<file path="src/rtl/lphs_pkg.sv">
// ----------------------------------------------------------------------------
// lphs_pkg: shared types and constants for the linear probing hash set
// Slot store geometry, key limits, request/response codes and FSM states.
// ----------------------------------------------------------------------------
package lphs_pkg;

   localparam int unsigned MaxSlots    = 2048;
   localparam int unsigned MaxKeyBytes = 8;
   localparam int unsigned SlotBits    = $clog2(MaxSlots);
   localparam int unsigned SizeBits    = 12;
   localparam int unsigned KeyBits     = 8 * MaxKeyBytes;
   localparam int unsigned LenBits     = 4;
   localparam int unsigned CountBits   = 12;
   localparam int unsigned HashBits    = 32;
   localparam logic [SizeBits-1:0]  SizeReset = 12'd2011;
   localparam logic [CountBits-1:0] CountMax  = '1;

   typedef enum logic {
      KIND_INSERT = 1'b0,
      KIND_LOOKUP = 1'b1
   } kind_type;

   typedef enum logic [1:0] {
      STATUS_PLACED  = 2'd0,
      STATUS_PRESENT = 2'd1,
      STATUS_FULL    = 2'd2
   } status_type;

   typedef enum logic [2:0] {
      ST_IDLE,
      ST_HASH,
      ST_MOD,
      ST_READ,
      ST_CHECK,
      ST_DONE
   } state_type;

   // slot store write command from control to store
   typedef struct packed {
      logic                wr_en;
      logic [SlotBits-1:0] addr;
      logic [KeyBits-1:0]  key;
      logic [LenBits-1:0]  len;
   } store_cmd_type;

   // one slot as read back
   typedef struct packed {
      logic               used;
      logic [KeyBits-1:0] key;
      logic [LenBits-1:0] len;
   } slot_type;

endpackage

</file>
<file path="src/rtl/lphs_req_if.sv">
// ----------------------------------------------------------------------------
// lphs_req_if: request channel
// Valid/ready transfer of one key with insert/lookup kind.
// ----------------------------------------------------------------------------
interface lphs_req_if;
   import lphs_pkg::*;
   logic                  valid;
   logic                  ready;
   logic                  kind;
   logic [KeyBits-1:0]    key_bytes;
   logic [LenBits-1:0]    key_length;
   modport source (output valid, kind, key_bytes, key_length, input ready);
   modport sink   (input valid, kind, key_bytes, key_length, output ready);
endinterface

</file>
<file path="src/rtl/lphs_rsp_if.sv">
// ----------------------------------------------------------------------------
// lphs_rsp_if: response channel
// Valid/ready transfer of one lookup or insert outcome.
// ----------------------------------------------------------------------------
interface lphs_rsp_if;
   import lphs_pkg::*;
   logic                  valid;
   logic                  ready;
   logic                  found;
   logic [1:0]            status;
   logic [SlotBits-1:0]   position;
   modport source (output valid, found, status, position, input ready);
   modport sink   (input valid, found, status, position, output ready);
endinterface

</file>
<file path="src/rtl/lphs_ctrl.sv">
// ----------------------------------------------------------------------------
// lphs_ctrl: probe sequencer
// Hash one byte a cycle, reduce modulo size bit-serially, walk the slots.
// ----------------------------------------------------------------------------
module lphs_ctrl
   import lphs_pkg::*;
(
   input  logic                 clock,
   input  logic                 reset,
   input  logic                 clear_done,
   input  logic [SizeBits-1:0]  table_size,
   lphs_req_if.sink             req,
   lphs_rsp_if.source           rsp,
   output logic [SlotBits-1:0]  rd_addr,
   input  slot_type             rd_data,
   output store_cmd_type        cmd
);

   state_type               state_ff, state_in;
   logic                    kind_ff, kind_in;
   logic [KeyBits-1:0]      key_ff, key_in;
   logic [LenBits-1:0]      len_ff, len_in;
   logic [LenBits-1:0]      idx_ff, idx_in;
   logic [HashBits-1:0]     hash_ff, hash_in;
   logic [SizeBits:0]       size_ff, size_in;
   logic [5:0]              bit_ff, bit_in;
   logic [SizeBits:0]       rem_ff, rem_in;
   logic [SlotBits-1:0]     pos_ff, pos_in;
   logic [SizeBits:0]       steps_ff, steps_in;
   logic [CountBits-1:0]    count_ff, count_in;
   logic                    rsp_valid_ff, rsp_valid_in;
   logic                    found_ff, found_in;
   status_type              status_ff, status_in;
   logic [SlotBits-1:0]     position_ff, position_in;

   logic [LenBits-1:0]      len_clip;
   logic [KeyBits-1:0]      key_mask;
   logic [7:0]              cur_byte;
   logic [SizeBits+1:0]     rem_shift;
   logic [SizeBits:0]       eff_size;
   logic [SizeBits:0]       pos_next;
   logic                    match;
   logic                    rsp_free;

   always_comb begin
      eff_size = {1'b0, table_size};
      if (table_size == '0) eff_size = 13'd1;
      if (table_size > SizeBits'(MaxSlots)) eff_size = 13'(MaxSlots);
   end

   assign len_clip = (req.key_length > LenBits'(MaxKeyBytes)) ?
                     LenBits'(MaxKeyBytes) : req.key_length;
   always_comb begin
      key_mask = '0;
      for (int i = 0; i < MaxKeyBytes; i++) begin
         if (LenBits'(i) < len_clip) key_mask[8*i +: 8] = 8'hFF;
      end
   end

   assign cur_byte  = key_ff[{idx_ff[2:0], 3'b000} +: 8];
   assign rem_shift = {rem_ff, hash_ff[5'(bit_ff)]};
   assign pos_next  = {2'b0, pos_ff} + 1'b1;
   assign match     = rd_data.len == len_ff && rd_data.key == key_ff;
   // the response register is free when empty or emptied at this edge
   assign rsp_free  = !rsp_valid_ff || rsp.ready;
   assign rd_addr   = pos_ff;
   assign req.ready = state_ff == ST_IDLE && clear_done;
   assign rsp.valid    = rsp_valid_ff;
   assign rsp.found    = found_ff;
   assign rsp.status   = status_ff;
   assign rsp.position = position_ff;

   always_ff @(posedge clock) begin
      if (reset) begin
         state_ff     <= ST_IDLE;
         count_ff     <= '0;
         rsp_valid_ff <= 1'b0;
      end else begin
         state_ff     <= state_in;
         count_ff     <= count_in;
         rsp_valid_ff <= rsp_valid_in;
      end
      kind_ff     <= kind_in;
      key_ff      <= key_in;
      len_ff      <= len_in;
      idx_ff      <= idx_in;
      hash_ff     <= hash_in;
      size_ff     <= size_in;
      bit_ff      <= bit_in;
      rem_ff      <= rem_in;
      pos_ff      <= pos_in;
      steps_ff    <= steps_in;
      found_ff    <= found_in;
      status_ff   <= status_in;
      position_ff <= position_in;
   end

   always_comb begin
      state_in = state_ff;   kind_in = kind_ff;   key_in = key_ff;
      len_in = len_ff;       idx_in = idx_ff;     hash_in = hash_ff;
      size_in = size_ff;     bit_in = bit_ff;     rem_in = rem_ff;
      pos_in = pos_ff;       steps_in = steps_ff; count_in = count_ff;
      found_in = found_ff;   status_in = status_ff;
      position_in = position_ff;
      rsp_valid_in = rsp_valid_ff && !rsp.ready;
      cmd = '{wr_en: 1'b0, addr: pos_ff, key: key_ff, len: len_ff};
      unique case (state_ff)
         ST_IDLE: begin
            if (req.valid && req.ready) begin
               kind_in  = req.kind;
               key_in   = req.key_bytes & key_mask;
               len_in   = len_clip;
               idx_in   = '0;
               hash_in  = '0;
               size_in  = eff_size;
               state_in = ST_HASH;
            end
         end
         ST_HASH: begin
            if (idx_ff == len_ff) begin
               bit_in   = 6'(HashBits - 1);
               rem_in   = '0;
               state_in = ST_MOD;
            end else begin
               hash_in = (hash_ff << 5) + (hash_ff << 2) + hash_ff
                       + {{24{cur_byte[7]}}, cur_byte};
               idx_in  = idx_ff + 1'b1;
            end
         end
         ST_MOD: begin
            // restoring division, one quotient bit a cycle
            rem_in = (rem_shift >= {1'b0, size_ff}) ?
                     SizeBits'(rem_shift - {1'b0, size_ff}) + 13'd0 :
                     rem_shift[SizeBits:0];
            bit_in = bit_ff - 1'b1;
            if (bit_ff == '0) begin
               // home slot: present its address in ST_READ, check the registered data in ST_CHECK
               pos_in   = rem_in[SlotBits-1:0];
               steps_in = '0;
               state_in = ST_READ;
            end
         end
         ST_READ: begin
            state_in = ST_CHECK;
         end
         ST_CHECK: begin
            if (steps_ff != size_ff && rd_data.used && !match) begin
               // advance one slot, wrapping at the size; wait for the read
               pos_in   = (pos_next == size_ff) ? '0 : pos_ff + 1'b1;
               steps_in = steps_ff + 1'b1;
               state_in = ST_READ;
            end else if (rsp_free) begin
               state_in = ST_DONE;
               found_in = 1'b0;  status_in = STATUS_PLACED;  position_in = '0;
               if (steps_ff == size_ff) begin
                  if (kind_ff == KIND_INSERT) status_in = STATUS_FULL;
               end else if (!rd_data.used) begin
                  if (kind_ff == KIND_INSERT) begin
                     if ({count_ff, 1'b0} > {1'b0, size_ff}) begin
                        status_in = STATUS_FULL;
                     end else begin
                        cmd.wr_en   = 1'b1;
                        position_in = pos_ff;
                        if (count_ff != CountMax) count_in = count_ff + 1'b1;
                     end
                  end
               end else begin
                  found_in    = 1'b1;
                  position_in = pos_ff;
                  if (kind_ff == KIND_INSERT) status_in = STATUS_PRESENT;
               end
            end
         end
         ST_DONE: begin
            rsp_valid_in = 1'b1;
            state_in     = ST_IDLE;
         end
         default: state_in = ST_IDLE;
      endcase
   end

endmodule

</file>
<file path="src/flat_wrapper.sv">
// flat-port wrapper written by rule: the top's interface ports become plain ports
module lphs_ctrl_flat import lphs_pkg::*;
  (clock, reset, clear_done, table_size, rd_addr, rd_data, cmd, req_valid, req_kind, req_key_bytes, req_key_length, req_ready, rsp_valid, rsp_found, rsp_status, rsp_position, rsp_ready);
  lphs_req_if req_i ();
  lphs_rsp_if rsp_i ();
  input  logic clock;
  input  logic reset;
  input  logic clear_done;
  input  logic [SizeBits-1:0] table_size;
  output logic [SlotBits-1:0] rd_addr;
  input  slot_type rd_data;
  output store_cmd_type cmd;
  input wire logic [$bits(req_i.valid)-1:0] req_valid;
  input wire logic [$bits(req_i.kind)-1:0] req_kind;
  input wire logic [$bits(req_i.key_bytes)-1:0] req_key_bytes;
  input wire logic [$bits(req_i.key_length)-1:0] req_key_length;
  output wire logic [$bits(req_i.ready)-1:0] req_ready;
  output wire logic [$bits(rsp_i.valid)-1:0] rsp_valid;
  output wire logic [$bits(rsp_i.found)-1:0] rsp_found;
  output wire logic [$bits(rsp_i.status)-1:0] rsp_status;
  output wire logic [$bits(rsp_i.position)-1:0] rsp_position;
  input wire logic [$bits(rsp_i.ready)-1:0] rsp_ready;
  assign req_i.valid = req_valid;
  assign req_i.kind = req_kind;
  assign req_i.key_bytes = req_key_bytes;
  assign req_i.key_length = req_key_length;
  assign req_ready = req_i.ready;
  assign rsp_valid = rsp_i.valid;
  assign rsp_found = rsp_i.found;
  assign rsp_status = rsp_i.status;
  assign rsp_position = rsp_i.position;
  assign rsp_i.ready = rsp_ready;
  lphs_ctrl u_core (.clock(clock), .reset(reset), .clear_done(clear_done), .table_size(table_size), .req(req_i), .rsp(rsp_i), .rd_addr(rd_addr), .rd_data(rd_data), .cmd(cmd));
endmodule
</file>
<file path="config.mk">
export PLATFORM = sky130hd
export DESIGN_NAME = lphs_ctrl_flat
export DESIGN_NICKNAME = d
export VERILOG_FILES = /design/src/rtl/lphs_pkg.sv /design/src/rtl/lphs_req_if.sv /design/src/rtl/lphs_rsp_if.sv /design/src/rtl/lphs_ctrl.sv /design/src/flat_wrapper.sv
export SDC_FILE = /design/constraint.sdc
export NUM_CORES = 1
export LEC_CHECK = 0
export ABC_AREA = 0
export BUFFER_PORTS_ARGS = -buffer_cell sky130_fd_sc_hd__buf_2
export CORE_MARGIN = 3
export CORE_UTILIZATION = 30
export CTS_CLUSTER_DIAMETER = 100
export DETAILED_ROUTE_END_ITERATION = 10
export PLACE_DENSITY = 0.54
export SLEW_MARGIN = 20
export SYNTH_ARGS = -nofsm -noshare
export SYNTH_HDL_FRONTEND = slang
export SYNTH_SLANG_ARGS = --single-unit
export TNS_END_PERCENT = 5
</file>
<file path="constraint.sdc">
create_clock -name clock -period 5.9 [get_ports clock]
set_input_delay 0.59 -clock clock [delete_from_list [all_inputs] [get_ports clock]]
set_output_delay 0.59 -clock clock [all_outputs]
set_load 0.05 [all_outputs]
</file>
==> results.sh, run 1 <==
export IMPL_ys_seq_area_share_pct=40.90
export IMPL_die_y_um=218.6
export IMPL_synthArstFlopShare_pct=0
export IMPL_seqCellArea_um2=5545
export IMPL_gr_total_overflow=0
export IMPL_synth_simple_area_share_pct=15.20
export IMPL_grt_pass1_wl_um=64310
export IMPL_multi_input_area_um2=7331
export IMPL_cts_resized=0
export IMPL_setup_viol_count_final=0
export IMPL_synthAdderAreaFrac_pct=14.32
export IMPL_synth_avg_cell_area_um2=10.95
export IMPL_path_buf_inv=2
export IMPL_grt_setup_unrepaired="false"
export IMPL_cts_root_buf="clkbuf_16"
export IMPL_cp_cell_sequence="buf_4, mux4_2, mux2i_4, fa_1, fa_1, inv_1, ha_1, and3_1, a221oi_1, nand4b_1, nand4b_1, a311oi_1, or4b_2, nand3_1"
export IMPL_layout_drive_gt1_share_pct=23.39
export IMPL_start_util_pct=30.52
export IMPL_start_kind="register"
export IMPL_met3_length_um=2584
export IMPL_via_per_inst=5.030
export IMPL_max_stage_delay_ns=0.59
export IMPL_rrSetupSlack_ns=0.60
export IMPL_synth_xor_area_share_pct=8.851
export IMPL_post_drt_wl_per_cell_um=20.18
export IMPL_antenna_left=0
export IMPL_drcViolationCount=0
export IMPL_dpl_cell_count=2069
export IMPL_postLayoutCellArea_um2=16170
export IMPL_rr_startpoint="u_core.idx_ff[0]$_SDFFCE_PN0P_"
export IMPL_powerDensity_nw_per_um2=471.1
export IMPL_worstPathRequired_ns=6.11
export IMPL_crit_path_start="u_core.idx_ff[0]$_SDFFCE_PN0P_"
export IMPL_critical_path_class="reg -> reg"
export IMPL_cts_buffers=17
export IMPL_arrival_ns=5.51
export IMPL_dr_total_vias=10573
export IMPL_syn_nets=1514
export IMPL_post_cts_buffers=0
export IMPL_totalPowerFinal_mw=7.618
export IMPL_dp_hpwl_um=34600
export IMPL_grt_pass1_vias=10794
export IMPL_grt_use_total_pct=17.83
export IMPL_fp_dieW_um=218.6
export IMPL_design_die_area_um2=47780
export IMPL_hp_start="req_kind"
export IMPL_holdPathStages=1
export IMPL_clkSlewWorstSetupHoldPaths_ns=0.08
export IMPL_slew_headroom_pct=30.27
export IMPL_status="complete, no violations"
export IMPL_routabilityCongestion=0.9535
export IMPL_r2r_end="u_core.hash_ff[30]$_SDFFCE_PN0P_"
export IMPL_top_layer="met5"
export IMPL_portBuffers=261
export IMPL_htreeDepth=4
export IMPL_fin_cells=2102
export IMPL_place_area_um2=15560
export IMPL_synth_mux_area_share_pct=6.156
export IMPL_synth_seq_cells=190
export IMPL_wl_met2_um=21160
export IMPL_clock_fmax_mhz=188.7
export IMPL_first_pass_iters=5
export IMPL_crit_family="adder cells"
export IMPL_yosysWarningCount=0
export IMPL_p_leak_nw=6.681
export IMPL_cpMaxStageDelayCell="a221oi_1"
export IMPL_io_pins=262
export IMPL_fillCellCount=4412
export IMPL_skew_ns=0.01621
export IMPL_dr_first_iter_drc_count=584
export IMPL_irDropWorstVdd_mv=0.2877
export IMPL_row_count=77
export IMPL_clock_path_buffers=2
export IMPL_synth_compound_area_share_pct=9.377
export IMPL_hold_path_class="in -> reg"
export IMPL_ys_types=67
export IMPL_finalHoldViolCount=0
export IMPL_cts_sinks=190
export IMPL_tightest_slew_ns=1.046
export IMPL_area_growth_pct=19.29
export IMPL_grt_max_degree=51
export IMPL_period_needed_ns=5.301
export IMPL_nets=1772
export IMPL_finalMaxSlewViolations=0
export IMPL_holdBufCountCts=0
export IMPL_netlist_area_um2=13560
export IMPL_synth_edf_count=174
export IMPL_rr_worst_depth=14
export IMPL_synth_top_family_by_area="simple AND/OR/NAND/NOR gates"
export IMPL_antenna_found_initial=4
export IMPL_drt_met1_wl_um=17460
export IMPL_synthesis_instances=1238
export IMPL_crit_path_end_kind="register"
export IMPL_maxCapViolations=0
export IMPL_insertion_delay_ns=0.46
export IMPL_setup_tns_ns=0
export IMPL_drt_wl_total_um=42430
export IMPL_finalCritPeriodShare_pct=89.84
export IMPL_ys_flop_type="edfxtp_1"
export IMPL_tritoncts="built"
export IMPL_min_to="u_core.kind_ff$_DFFE_PP_"
export IMPL_cp_max_fo=10
export IMPL_coreArea_um2=44410
==> cell usage after synthesis, types with 13 or more instances <==
library cell | count | area share [%]
mux4_2 | 26 | 4.3
mux2i_1 | 17 | 1.3
clkbuf_1 | 23 | 0.64
nand3_1 | 27 | 1.0
edfxtp_1 | 174 | 39
a21o_1 | 17 | 0.94
nand2_1 | 46 | 1.3
o21ai_0 | 27 | 1.0
and3_1 | 20 | 0.92
inv_1 | 133 | 3.7
or3_1 | 13 | 0.60
nor3_1 | 20 | 0.74
nor2_1 | 74 | 2.0
ha_1 | 64 | 5.9
xor2_1 | 75 | 4.8
fa_1 | 57 | 8.4
buf_4 | 13 | 0.72
o21a_1 | 14 | 0.78
dfxtp_1 | 16 | 2.4
and2_1 | 25 | 1.2
a21oi_1 | 40 | 1.5
nor2b_1 | 87 | 4.0
nor4_1 | 20 | 0.92
xnor2_1 | 62 | 4.0
nand4_1 | 15 | 0.69
o22ai_1 | 15 | 0.69
==> per-layer routing <==
layer | vias to the layer above | track usage [%]
met5 | - | 0
met4 | 6 | 6.436
li1 | 4915 | -
met3 | 56 | 3.699
met1 | 5181 | 21.99
met2 | 415 | 30.82
==> worst register-to-register path: cells and delay by family (launching register included) <==
kind                     cells  cell delay (ns)
buffers and inverters        2             0.24
multiplexers                 2             1.06
AND/OR/NAND/NOR              5             0.85
AO/OA/AOI/OAI                2             1.18
adder cells (fa/ha/maj)      3             1.40
flip-flops                   1             0.32
==> sequential cells by signal, indices dropped and copies added (netlist names) <==
signal	flops
u_core.kind_ff	1
u_core.rd_addr	11
u_core.state_ff	3
u_core.hash_ff	32
u_core.rsp.position	11
u_core.count_ff	12
u_core.rsp.status	2
u_core.len_ff	4
u_core.size_ff	12
u_core.rsp.valid	1
u_core.idx_ff	4
u_core.rsp.found	1
u_core.bit_ff	6
u_core.steps_ff	13
u_core.key_ff	64
u_core.rem_ff	13
==> metrics by stage <==
step | utilization, % | hold WS, ns | worst slack, ns
final | 36.41 | 0.3147 | 0.5993
after global routing | 36.41 | 0.3012 | 0.2369
after CTS | 36.41 | 0.2903 | 0.6306
after detailed placement | 35.03 | 0.4976 | 0.6206
after global placement | 35.03 | 0.4829 | 0.6782
after floorplan | - | 0.4562 | 0.7990
==> power by group <==
part           switching (mW)  internal, mW
logic                    2.71          1.90
clock network           0.575         0.675
registers               0.111          1.64
total                    3.40          4.22
==> worst max path at each step <==
| stage | endpoint | slack [ns] | cells past startpoint |
|---|---|---|---|
| after floorplan | u_core.hash_ff[24]$_SDFFCE_PN0P_ | 0.80 | 13 |
| after global placement | u_core.hash_ff[30]$_SDFFCE_PN0P_ | 0.68 | 14 |
| after detailed placement | u_core.hash_ff[30]$_SDFFCE_PN0P_ | 0.62 | 14 |
| after CTS | u_core.hash_ff[30]$_SDFFCE_PN0P_ | 0.63 | 14 |
| after global routing | u_core.hash_ff[30]$_SDFFCE_PN0P_ | 0.24 | 14 |
| final | u_core.hash_ff[30]$_SDFFCE_PN0P_ | 0.60 | 14 |
==> logic make-up after synthesis <==
kind of cell,after synthesis
other,1
AND/OR/NAND/NOR,378
AO/OA/AOI/OAI,189
adder cells (fa/ha/maj),121
XOR/XNOR,137
buffers and inverters,173
multiplexers,49
flip-flops,190
==> placed cells by master (no fill, tap or decap), drive strengths merged, types with 5 or more instances in the layout <==
cell type,instances
a211oi,12
a21o,17
a21oi,40
a31oi,12
and2,25
and3,20
buf,279
clkbuf,17
clkinv,5
dfxtp,16
edfxtp,174
fa,57
ha,64
inv,137
mux2,5
mux2i,18
mux4,26
nand2,46
nand2b,7
nand3,27
nand4,15
nand4b,5
nor2,74
nor2b,87
nor3,20
nor4,20
o2111ai,5
o21a,14
o21ai,28
o22ai,15
or3,13
xnor2,62
xor2,75
==> layout make-up <==
class | count | area share (%)
repair buffers | 279 | 8.913
multi-input cells | 875 | 45.33
well taps | 592 | 4.580
diodes | 1 | 0.01547
clock inverters | 15 | 1.145
clock buffers | 17 | 2.631
inverters | 133 | 3.095
flip-flops and latches | 190 | 34.29
No activity file was read; power rests on OpenSTA's default activity.
==> inputs of run 2 (changes only) <==
Settings changed: CORE_MARGIN 3 to 1.
==> run 2 against run 1 <==
Sequential power hardly changed. Power shrank 0.18%. Clock power is essentially flat. Non-clock buffer count down 2. Via count decreased by 1.9%. Clock skew increased by 0.0018 ns. Die area fell by 3.6%. Combinational power about the same. Sequential cell count is the same.
==> results.sh, run 2 (synthesis results as in run 1) <==
export IMPL_maxCapViolations=0
export IMPL_worstPathRequired_ns=6.11
export IMPL_arrival_ns=5.52
export IMPL_finalHoldViolCount=0
export IMPL_irDropWorstVdd_mv=0.3063
export IMPL_die_y_um=214.6
export IMPL_nets=1770
export IMPL_post_cts_buffers=0
export IMPL_via_per_inst=4.941
export IMPL_top_register="u_core.key_ff"
export IMPL_finalMaxSlewViolations=0
export IMPL_largest_register_ffs=64
export IMPL_rr_worst_depth=13
export IMPL_start_util_pct=30.52
export IMPL_io_pins=262
export IMPL_gr_total_overflow=0
export IMPL_drt_wl_total_um=41480
export IMPL_drcViolationCount=0
export IMPL_clkSlewWorstSetupHoldPaths_ns=0.08
export IMPL_p_leak_nw=6.668
export IMPL_slew_headroom_pct=23.79
export IMPL_skew_ns=0.01802
export IMPL_dp_hpwl_um=33960
export IMPL_grt_pass1_wl_um=63780
export IMPL_top_layer="met5"
export IMPL_clock_fmax_mhz=188.2
export IMPL_finalCritPeriodShare_pct=90.08
export IMPL_grt_max_degree=54
export IMPL_setup_viol_count_final=0
export IMPL_powerDensity_nw_per_um2=471.2
export IMPL_area_growth_pct=19.05
export IMPL_cp_max_fo=11
export IMPL_dr_first_iter_drc_count=596
export IMPL_grt_pass1_vias=10603
export IMPL_critical_path_class="reg -> reg"
export IMPL_reg_top3="u_core.key_ff x64, u_core.hash_ff x32"
export IMPL_cts_buffers=17
export IMPL_grt_use_total_pct=18.32
export IMPL_design_die_area_um2=46040
export IMPL_wl_met2_um=20630
export IMPL_dr_total_vias=10371
export IMPL_post_drt_wl_per_cell_um=19.76
export IMPL_fp_dieW_um=214.6
export IMPL_status="complete, no violations"
export IMPL_row_count=77
export IMPL_tritoncts="built"
export IMPL_met3_length_um=2576
export IMPL_layout_drive_gt1_share_pct=23.09
export IMPL_period_needed_ns=5.315
export IMPL_first_pass_iters=5
export IMPL_tightest_slew_ns=1.133
export IMPL_setup_tns_ns=0
export IMPL_cts_sinks=190
export IMPL_routabilityCongestion=0.9336
export IMPL_insertion_delay_ns=0.46
export IMPL_cts_root_buf="clkbuf_16"
export IMPL_final_cell_mix="buf_2 (261), edfxtp_1 (174), inv_1 (132)"
export IMPL_holdPathStages=1
export IMPL_crit_path_end_kind="register"
export IMPL_totalPowerFinal_mw=7.604
export IMPL_n_antenna_cell=0
export IMPL_hold_path_class="in -> reg"
export IMPL_holdBufCountCts=0
export IMPL_antenna_found_initial=3
export IMPL_htreeDepth=4
export IMPL_start_kind="register"
export IMPL_portBuffers=261
export IMPL_grt_setup_unrepaired="false"
export IMPL_drt_met1_wl_um=16850
export IMPL_layout_commonest_cell="buf_2"
export IMPL_cts_resized=0
export IMPL_coreArea_um2=44410
export IMPL_antenna_left=0
export IMPL_clock_path_buffers=2
run 2: area by class of cell:
cell class / count / area, um^2
clock inverters: 14 / 166.4
flip-flops and latches: 190 / 5545
multi-input cells: 875 / 7331
clock buffers: 18 / 429.2
well taps: 592 / 740.7
fillers: 4453 / 28270
repair buffers: 277 / 1426
inverters: 133 / 500.5
run 2: stage by stage:
stage	instances	hold slack [ns]	worst slack (ns)	utilization (%)	instance area (um^2)
floorplan	1238	0.4562	0.7990	-	13560
global placement	2067	0.4774	0.6351	35.00	15540
detailed placement	2067	0.4938	0.5992	35.00	15540
CTS	2099	0.2956	0.5940	36.34	16140
global route	2099	0.3078	0.2778	36.34	16140
finish	2099	0.3202	0.5853	36.34	16140
run 2: per-layer routing:
layer	vias up	global-route usage, %
li1	4912	-
met1	5033	22.00
met2	366	31.68
met3	56	4.142
met4	4	7.238
met5	-	0
run 2: power by group:
group	switching [mW]	leakage [nW]	internal (mW)	total, mW
clock	0.555	0.287	0.668	1.22
sequential	0.120	1.74	1.64	1.76
combinational	2.71	4.64	1.90	4.62
total	3.39	6.67	4.21	7.60
run 2: worst paths after layout:
kind	start	to	slack [ns]
min	req_kind	u_core.kind_ff$_DFFE_PP_	0.32
min reg2reg	u_core.count_ff[9]$_SDFFE_PP0P_	u_core.count_ff[9]$_SDFFE_PP0P_	0.51
max reg2reg	u_core.idx_ff[0]$_SDFFCE_PN0P_	u_core.hash_ff[30]$_SDFFCE_PN0P_	0.59
max	u_core.idx_ff[0]$_SDFFCE_PN0P_	u_core.hash_ff[30]$_SDFFCE_PN0P_	0.59
run 2: worst max-delay path, stage by stage (launching register included):
cell and delay, ns:
edfxtp_1 0.49, mux4_2 0.59, mux2i_4 0.48, fa_1 0.54, fa_1 0.52, inv_1 0.04, ha_1 0.34, and3_1 0.20
a221oi_1 0.53, nand4b_1 0.22, nand4b_1 0.17, a311oi_1 0.61, or4b_2 0.24, nand3_1 0.06
